`config.mk`:
```
export PLATFORM = sky130hd
export DESIGN_NAME = aout_reloc_field_patch
export DESIGN_NICKNAME = d
export VERILOG_FILES = /design/src/rtl/aorf_pkg.sv /design/src/rtl/aout_reloc_field_patch.sv
export SDC_FILE = /design/constraint.sdc
export NUM_CORES = 1
export LEC_CHECK = 0
export BUFFER_PORTS_ARGS = -buffer_cell sky130_fd_sc_hd__buf_2
export CORE_MARGIN = 2
export CORE_UTILIZATION = 57
export CTS_CLUSTER_DIAMETER = 50
export CTS_CLUSTER_SIZE = 30
export DETAILED_ROUTE_END_ITERATION = 8
export GPL_TIMING_DRIVEN = 0
export PLACE_DENSITY = 0.82
export RECOVER_POWER = 50
export SETUP_SLACK_MARGIN = 0.15
export SLEW_MARGIN = 30
export SYNTH_ARGS = -nofsm -noshare
export SYNTH_HDL_FRONTEND = slang
export SYNTH_SLANG_ARGS = --single-unit
```
`constraint.sdc`:
```
create_clock -name clk_i -period 9.4 [get_ports clk_i]
set_input_delay 0.47 -clock clk_i [delete_from_list [all_inputs] [get_ports clk_i]]
set_output_delay 0.47 -clock clk_i [all_outputs]
set_load 0.03 [all_outputs]
```
`src/rtl/aorf_pkg.sv`:
```
// Types and constants shared by the relocation field patcher.
package aorf_pkg;

  // Relocation types
  localparam logic [4:0] OpReloc8       = 5'd0;
  localparam logic [4:0] OpReloc16      = 5'd1;
  localparam logic [4:0] OpReloc32      = 5'd2;
  localparam logic [4:0] OpDisp8        = 5'd3;
  localparam logic [4:0] OpDisp16       = 5'd4;
  localparam logic [4:0] OpDisp32       = 5'd5;
  localparam logic [4:0] OpWdisp30      = 5'd6;
  localparam logic [4:0] OpWdisp22      = 5'd7;
  localparam logic [4:0] OpHi22         = 5'd8;
  localparam logic [4:0] OpReloc22      = 5'd9;
  localparam logic [4:0] OpReloc13      = 5'd10;
  localparam logic [4:0] OpLo10         = 5'd11;
  localparam logic [4:0] OpBase10       = 5'd14;
  localparam logic [4:0] OpBase13       = 5'd15;
  localparam logic [4:0] OpBase22       = 5'd16;
  localparam logic [4:0] OpGlobDat      = 5'd21;
  localparam logic [4:0] OpJmpSlot      = 5'd22;
  localparam logic [4:0] OpRelative     = 5'd23;

  // Field masks and the HI22 shift
  localparam logic [31:0] Mask8  = 32'h0000_00FF;
  localparam logic [31:0] Mask10 = 32'h0000_03FF;
  localparam logic [31:0] Mask13 = 32'h0000_1FFF;
  localparam logic [31:0] Mask16 = 32'h0000_FFFF;
  localparam logic [31:0] Mask22 = 32'h003F_FFFF;
  localparam logic [31:0] Mask30 = 32'h3FFF_FFFF;
  localparam int unsigned HiShift = 32 - 22;

  // Register addresses
  localparam logic [1:0] AddrObjectBase = 2'd0;

  typedef enum logic [1:0] {
    StOk       = 2'd0,
    StOverflow = 2'd1,
    StUnsup    = 2'd2,
    StSkip     = 2'd3
  } status_e;

  typedef struct packed {
    logic [4:0]         op;
    logic               is_external;
    logic [31:0]        symbol_value;
    logic signed [31:0] addend;
    logic [31:0]        definer_base;
    logic               add_definer_base;
    logic [31:0]        target_word;
    logic [31:0]        next_word;
  } reloc_in_t;

  typedef struct packed {
    logic [31:0] patched_word;
    logic [31:0] patched_next_word;
    status_e     status;
  } reloc_out_t;

endpackage

```
`src/rtl/aout_reloc_field_patch.sv`:
```
// Relocation field patcher: input register, patch logic, result register.
//
// Usage:
//   One relocation entry enters per word on the in channel (valid/ready) and
//   one result word leaves on the out channel (valid/ready): the patched
//   target word, the patched following word and a status (ok, overflow with
//   the patch still written, unsupported type, skipped jump slot).
//   The object's load address is written over the APB-style port at byte
//   address 0; pready is always high and reads return the register.
//   A word accepted into the input register is patched there and moves into
//   the result register, from which it is offered on the out channel. One
//   entry is accepted every cycle while the receiver takes results; the patch
//   logic between the input and result registers is combinational.
//   The input register keeps accepting while a finished result waits: a
//   new word is taken whenever the input register is empty or will move on.
//   When the receiver stalls with both registers full, in_ready_o drops and
//   both words are held.
//   Reset clears both valid bits and sets the object base to 0.
module aout_reloc_field_patch
  import aorf_pkg::*;
(
  input  logic        clk_i,
  input  logic        rst_ni,
  // input channel
  input  logic        in_valid_i,
  output logic        in_ready_o,
  input  reloc_in_t   in_data_i,
  // output channel
  output logic        out_valid_o,
  input  logic        out_ready_i,
  output reloc_out_t  out_data_o,
  // configuration port
  input  logic        psel,
  input  logic        penable,
  input  logic        pwrite,
  input  logic [1:0]  paddr,
  input  logic [31:0] pwdata,
  output logic [31:0] prdata,
  output logic        pready
);

  logic [31:0] obase_q;
  logic        s1_valid_q, s2_valid_q;
  reloc_in_t   s1_q;
  reloc_out_t  s2_q, s2_d;
  logic        adv2, adv1;

  // Configuration register write and read
  assign pready = 1'b1;
  assign prdata = (paddr == AddrObjectBase) ? obase_q : 32'd0;

  always_ff @(posedge clk_i or negedge rst_ni) begin
    if (!rst_ni) begin
      obase_q <= 32'd0;
    end else if (psel && penable && pwrite && paddr == AddrObjectBase) begin
      obase_q <= pwdata;
    end
  end

  // Handshake: result register frees when taken, input register when it moves on
  assign adv2       = !s2_valid_q || out_ready_i;
  assign adv1       = s1_valid_q && adv2;
  assign in_ready_o = !s1_valid_q || adv2;

  always_ff @(posedge clk_i or negedge rst_ni) begin
    if (!rst_ni) begin
      s1_valid_q <= 1'b0;
      s2_valid_q <= 1'b0;
    end else begin
      if (in_ready_o) begin
        s1_valid_q <= in_valid_i;
      end
      if (adv2) begin
        s2_valid_q <= s1_valid_q;
      end
    end
  end

  // Payload registers
  always_ff @(posedge clk_i) begin
    if (in_ready_o && in_valid_i) begin
      s1_q <= in_data_i;
    end
    if (adv1) begin
      s2_q <= s2_d;
    end
  end

  // Patch logic
  logic        pc_rel;
  logic [31:0] val, fld, sum, w, nw, db_term, ob_term;
  logic [9:0]  lo10;
  status_e     st;

  always_comb begin
    pc_rel  = (s1_q.op >= OpDisp8) && (s1_q.op <= OpWdisp22);
    db_term = s1_q.add_definer_base ? s1_q.definer_base : 32'd0;
    ob_term = pc_rel ? obase_q : 32'd0;
    // form the relocation value
    if (s1_q.is_external) begin
      val = s1_q.symbol_value + $unsigned(s1_q.addend) + db_term - ob_term;
    end else begin
      val = obase_q;
    end
    // pick the field contents to add in
    case (s1_q.op)
      OpReloc8, OpDisp8:              fld = s1_q.target_word & Mask8;
      OpLo10, OpBase10:               fld = s1_q.target_word & Mask10;
      OpReloc13, OpBase13:            fld = s1_q.target_word & Mask13;
      OpReloc16, OpDisp16:            fld = s1_q.target_word & Mask16;
      OpReloc22, OpBase22, OpWdisp22: fld = s1_q.target_word & Mask22;
      OpHi22, OpRelative:             fld = s1_q.target_word << HiShift;
      OpWdisp30:                      fld = s1_q.target_word & Mask30;
      default:                        fld = s1_q.target_word;
    endcase
    sum  = val + fld;
    lo10 = sum[9:0] + s1_q.next_word[9:0];
    w    = s1_q.target_word;
    nw   = s1_q.next_word;
    st   = StOk;
    // patch the field and check range
    case (s1_q.op)
      OpRelative: begin
        w  = {s1_q.target_word[31:22], sum[31:10]};
        nw = {s1_q.next_word[31:10], lo10};
      end
      OpReloc8, OpDisp8: begin
        w = {s1_q.target_word[31:8], sum[7:0]};
        if (!(&sum[31:8] || ~|sum[31:8])) st = StOverflow;
      end
      OpLo10, OpBase10: begin
        w = {s1_q.target_word[31:10], sum[9:0]};
      end
      OpReloc13, OpBase13: begin
        w = {s1_q.target_word[31:13], sum[12:0]};
      end
      OpReloc16, OpDisp16: begin
        w = {s1_q.target_word[31:16], sum[15:0]};
        if (!(&sum[31:16] || ~|sum[31:16])) st = StOverflow;
      end
      OpReloc22, OpBase22: begin
        w = {s1_q.target_word[31:22], sum[21:0]};
        if (!(&sum[31:22] || ~|sum[31:22])) st = StOverflow;
      end
      OpHi22: begin
        w = {s1_q.target_word[31:22], sum[31:10]};
      end
      OpWdisp22: begin
        w = {s1_q.target_word[31:22], sum[23:2]};
        if (!(&sum[31:24] || ~|sum[31:24])) st = StOverflow;
      end
      OpWdisp30: begin
        w = {s1_q.target_word[31:30], sum[31:2]};
      end
      OpReloc32, OpDisp32, OpGlobDat: begin
        w = sum;
      end
      default: begin
        st = StUnsup;
      end
    endcase
    // drop the patch for an external jump slot
    if (s1_q.is_external && s1_q.op == OpJmpSlot) begin
      w  = s1_q.target_word;
      nw = s1_q.next_word;
      st = StSkip;
    end
    s2_d.patched_word      = w;
    s2_d.patched_next_word = nw;
    s2_d.status            = st;
  end

  assign out_valid_o = s2_valid_q;
  assign out_data_o  = s2_q;

`ifndef ASSERT_OFF
  // a full pipe facing a stalled receiver takes no new word
  a_hold_full: assert property (@(posedge clk_i) disable iff (!rst_ni)
    (s1_valid_q && s2_valid_q && !out_ready_i) |-> !in_ready_o)
    else $error("input accepted while both registers full and stalled");
  // an accepted word lands in the input register
  a_accept_lands: assert property (@(posedge clk_i) disable iff (!rst_ni)
    (in_valid_i && in_ready_o) |=> s1_valid_q)
    else $error("accepted word lost from input register");
  // a word that moves on is offered at the output next cycle
  a_advance_offers: assert property (@(posedge clk_i) disable iff (!rst_ni)
    adv1 |=> out_valid_o)
    else $error("advanced word not offered at output");
`endif

endmodule

```
# Word level (Yosys, flattened, before mapping)
# Cells that the tools add are included.
[op_classes]
eq_ne = 17
add_sub_neg = 5
mux = 14
n_reduce_logical = 38
n_lt_le_gt_ge = 2
[ops]
columns = ["op", "n"]
rows = [
  ["$pmux 32 s9", 1],
  ["$pmux 32 s7", 1],
  ["$mux 32", 5],
  ["$add 32x32->32", 3],
  ["$sub 32x32->32", 1],
  ["$eq 5x4->1 const B", 6],
  ["$reduce_and 24->1", 1],
  ["$reduce_or 24->1", 1],
  ["$eq 5x3->1 const B", 4],
  ["$eq 5x5->1 const B", 4],
  ["$mux 10", 2],
  ["$reduce_or 10->1", 2],
  ["$reduce_and 16->1", 1],
  ["$reduce_or 16->1", 1],
  ["$reduce_or 2->1", 6],
  ["$add 10x10->10", 1],
  ["$eq 5x2->1 const B", 2],
  ["$pmux 2 s5", 1],
  ["$reduce_and 10->1", 1],
  ["$reduce_and 8->1", 1],
  ["$reduce_or 8->1", 1],
  ["$logic_and 1x1->1", 7],
  ["$logic_not 1->1", 6],
  ["$logic_or 1x1->1", 6],
  ["7 further kinds", 11],
]
[totals]
out_inout_bits = 101
register_bits = 267

# Depth between registers and ports, before layout
[logic_depth]
depth_word = 11
depth_mapped = 35
mapped_depth_nobuf = 33

# Worst setup path before layout
# OpenSTA, ideal clock, no wires.
[synth_path]
path_kind = "register to register"
from = "reg s1_q[165] (netlist name)"
to = "reg s2_q (netlist bit out_data_o[0]), data pin"
setup_ps = 267
period_less_slack_ps = 7854
path_slack_ps = 1546
arrival_time_ps = 7587
t_required_ps = 9133
path_stages_with_launch = 35
path_cell_list = "edfxtp_1 -> clkbuf_1 -> or2_2 -> nor2_1 -> clkbuf_1 -> nand2_1 -> fa_1 -> inv_1 -> fa_1 -> inv_1 -> ha_1 -> fa_1 -> a211oi_1 -> o21ai_2 -> a41oi_2 -> o21a_1 -> o21ai_1 -> and2_1 -> a211oi_1 -> o21bai_1 -> a21oi_1 -> xnor2_1 -> mux2_2 -> ha_1 -> and3_1 -> a32o_1 -> o21ai_1 -> nand2b_1 -> a221oi_1 -> o21ai_1 -> a221oi_2 -> xor3_2 -> mux2i_1 -> a31oi_1 -> nand4_1"
[synth_via]
elab_chain_len = 11
word_cells_on_any_way = 56
[synth_lines]
columns = ["element", "line_no", "source"]
rows = [
  ["start: declaration", "aout_reloc_field_patch.sv:44", "reloc_in_t s1_q;"],
  ["start signal: assignment", "aout_reloc_field_patch.sv:82", "s1_q <= in_data_i;"],
  ["$ge 5x2->1 or $le 5x3->1 (tied branches)", "aout_reloc_field_patch.sv:96", "pc_rel = (s1_q.op >= OpDisp8) && (s1_q.op <= OpWdisp22);"],
  ["$logic_and 1x1->1", "aout_reloc_field_patch.sv:96", ""],
  ["$mux 32", "aout_reloc_field_patch.sv:98", "ob_term = pc_rel ? obase_q : 32'd0;"],
  ["$sub 32x32->32", "aout_reloc_field_patch.sv:101", "val = s1_q.symbol_value + $unsigned(s1_q.addend) + db_term - ob_term;"],
  ["$mux 32", "aout_reloc_field_patch.sv:100", "if (s1_q.is_external) begin"],
  ["$add 32x32->32", "aout_reloc_field_patch.sv:116", "sum = val + fld;"],
  ["$reduce_or 24->1, or another cell as far along", "aout_reloc_field_patch.sv:129", "if (!(&sum[31:8] || ~|sum[31:8])) st = StOverflow;"],
  ["$logic_not 1->1, on equally long branches", "n/a", ""],
  ["$logic_or 1x1->1, on equally long branches", "n/a", ""],
  ["$mux 1, on equally long branches", "n/a", ""],
  ["$pmux 2 s5", "aout_reloc_field_patch.sv:122", "case (s1_q.op)"],
  ["end signal: assignment", "aout_reloc_field_patch.sv:85", "s2_q <= s2_d;"],
  ["end: declaration", "aout_reloc_field_patch.sv:45", "reloc_out_t s2_q, s2_d;"],
]
# Several ways; a longest one is shown, not always the timed one.
# A chain may end at the register's enable or synchronous reset.

# Worst setup path in the final report
# Same ends and word-level chain as after synthesis.

==> impl_results.md <==
- Status: finished, violations left
- Failing checks: max-capacitance violations, max-slew violations
- Layout cells sized above 1: 0.2453
- Crit path DAT: 8960 ps
- Total CTS buffers: 26
- Placed inst area: 18240 um2
- FF+latch count, synth: 267
- Initial antenna violation count: 1
- Inserted Diodes: 0
- Vias in the first global route: 12040
- CP Capture Type: flip-flop
- CTS H-tree depth: 1
- Mapped Cells: 1414
- Worst slew margin: -0.5848
- I/O Pins: 309
- First-pass GRT wire length: 63010 um
- Crit path max-delay cell type: fa_1
- Per-cell routed wire length: 19.29 um
- DP HPWL: 32150 um
- Die area: 29650 um2
- Tcrit/Tclk final: 0.9236
- CP max stage delay: 510 ps
- Fin util: 0.6921
- Fin. max-slew vios: 105
- Share of the synthesized area in the top cell type: 0.4339
- Die width: 172.2 um
- Synth cell count leaders: edfxtp_1 (233), inv_1 (145), nand2_1 (114)
- Worst Min Path Start: in_data_i[112]
- Max-cap violation count: 3
- RSZ-0062 raised after global routing: false
- Ranking of synthesized cells by area: edfxtp_1 (43%), fa_1 (7.9%), ha_1 (5.5%)
- # port buffers: 307
- Final Skew: 16.48 ps
- Area leader, netlist: edfxtp_1
- Clk slew on worst S/H paths: 80 ps
- FFs w/ async S/R, synth: 0.1273
- Post-route ant nets: 0
- Least-Margin Pin Slew: 2377 ps
- Residual DRC: 0
- Critical path buffers and inverters: 4
- DRT iter0 DRCs: 934
- CTS root buffer: clkbuf_16
- Startpoint types: flip-flop
- CTS Buffer Depth: 3
- Vias: 12310
- Worst skew pair latency: 550 ps
- Max Fclk: 115.2 MHz
- Clock Sinks: 267
- Worst setup path category: flip-flop to flip-flop
- Leakage: 8.408 nW
- RD Place Congestion: 0.9438
- Critical R2R Launch: s1_q[165]$_DFFE_PP_
- GRT Overall Usage: 0.2768
- EDFF count, synth: 233
- Initial core utilization: 0.5804
- CP max FO: 10
- CTS tree: built
- Most Frequent Cell on Critical Path: fa_1
- Cell Area, Synth: 16130 um2
- Area grow syn2layout: 19.24%
- Fill count: 2065
- Endpoints failing setup: 0
- Core area: 27780 um2
- Routed WL: 41490 um
- Crit path from: s1_q[165]$_DFFE_PP_
- Crit-path leading delay family: compound AO/OA/AOI/OAI gates
- Largest net degree at the start of global routing: 57
- Power per cell area: 246.5 nW/um2
- Synth Warn #: 0
- Post-synth net total: 1757
- Syn Area/Cell: 11.40 um2
- Post-synthesis sequential area ratio: 0.4867
- Num rows: 61
- First-pass detailed-route iteration total: 7
- Chip height: 172.2 um
- Finished layout cell area: 19230 um2
- Fin crit period: 8682 ps
- Data required time of the worst path: 9670 ps
- Count leader, synth: edfxtp_1
- Via density per instance: 5.722
- Worst hold path type: primary input to flip-flop
- Worst vdd ir: 0.0002043 V
- Grt ovf: 0
- Post-synth cell types: 81
- Fin nets: 2097
- WHS: 88.03 ps
- Final Hold Viols: 0
- Synth Flop Type: edfxtp_1
## cells by family (layout without fill, tap and decap cells)
logic type | after synthesis | in the layout | share of synthesized area
simple gates | 351 | 351 | 0.1091
compound gates | 338 | 338 | 0.1428
flops | 267 | 267 | 0.4867
buf+inv | 193 | 552 | 0.04516
fa+ha+maj | 135 | 135 | 0.1345
xor+xnor | 66 | 66 | 0.03771
mux | 63 | 63 | 0.04384
other cells | 1 | 1 | 0.0002326
## power by group
part / switching [mW] / internal, mW / leakage, nW
Sequential: 0.0859 / 1.43 / 2.65
Combinational: 1.28 / 0.831 / 5.30
Clock: 0.516 / 0.596 / 0.458
## flip-flops by register name, indices dropped and copies added (netlist names)
name / cells
s1_valid_q: 1
s1_q: 167
out_valid_o: 1
out_data_o: 66
obase_q: 32
## timing repair
| action | in CTS | in global routing |
|---|---|---|
| endpoints found under the setup margin | 1 | 4 |
| setup buffers | 0 | 0 |
| endpoints found under the hold margin | 0 | 34 |
| gates resized for setup | 3 | 12 |
| hold buffers | 0 | 1 |
## worst paths after layout
path,end,slack [ps],cells after the start
hold reg to reg,out_data_o[20]$_DFFE_PP_,420,0
hold / removal,s1_q[112]$_DFFE_PP_,90,1
max in group asynchronous,obase_q[0]$_DFFE_PN0P_,6930,2
setup / recovery,out_data_o[0]$_SDFFCE_PP1P_,720,34
setup reg to reg,out_data_o[0]$_SDFFCE_PP1P_,720,34
min in group asynchronous,out_valid_o$_DFFE_PN0P_,1150,2
## layout by cell type (no fill, tap or decap), types with 49 or more instances in the layout
cell type	synthesis	layout
inv_1	145	145
ha_1	71	71
buf_2	0	300
clkbuf_1	42	49
nor2_1	63	62
mux2_2	58	58
o21ai_0	51	51
fa_1	64	64
edfxtp_1	233	233
and2_1	65	63
a21oi_1	91	91
nand2_1	114	114
## worst register-to-register path, delay by kind of cell (launching register included)
kind                     cells  cell delay, ps
AO/OA/AOI/OAI               14            3110
adder cells (fa/ha/maj)      5            2040
AND/OR/NAND/NOR              7            1400
buffers and inverters        4             620
XOR/XNOR                     2             420
multiplexers                 2             420
flip-flops                   1             400
## per-layer routing
metal	track usage	wire length, um
met1	0.3682	17210
met2	0.4701	19920
met3	0.03731	2924
met4	0.09573	1422
met5	0	11
## cell type report
cell class              instances  area, um2  area share
multi-input cells             954       7600      0.3952
flip-flops and latches        267       7848      0.4081
well taps                     378      473.0     0.02460
plain buffers                  47      186.4    0.009696
repair buffers                312       1617     0.08407
inverters                     146      548.0     0.02850
clock inverters                18      274.0     0.01425
clock buffers                  29      683.2     0.03553
## per-stage QoR
stage / power, mW / cells / setup TNS [ps] / setup slack [ps]
after floorplan: 3.061 / 1414 / 0 / 1546
after global placement: 3.554 / 2099 / -122.6 / -122.6
after detailed placement: 3.599 / 2103 / -53.09 / -53.09
after CTS: 4.728 / 2150 / 0 / 284.5
after global routing: 5.030 / 2151 / 0 / 205.2
final: 4.741 / 2151 / 0 / 717.7
No activity file was read; power rests on OpenSTA's default activity.
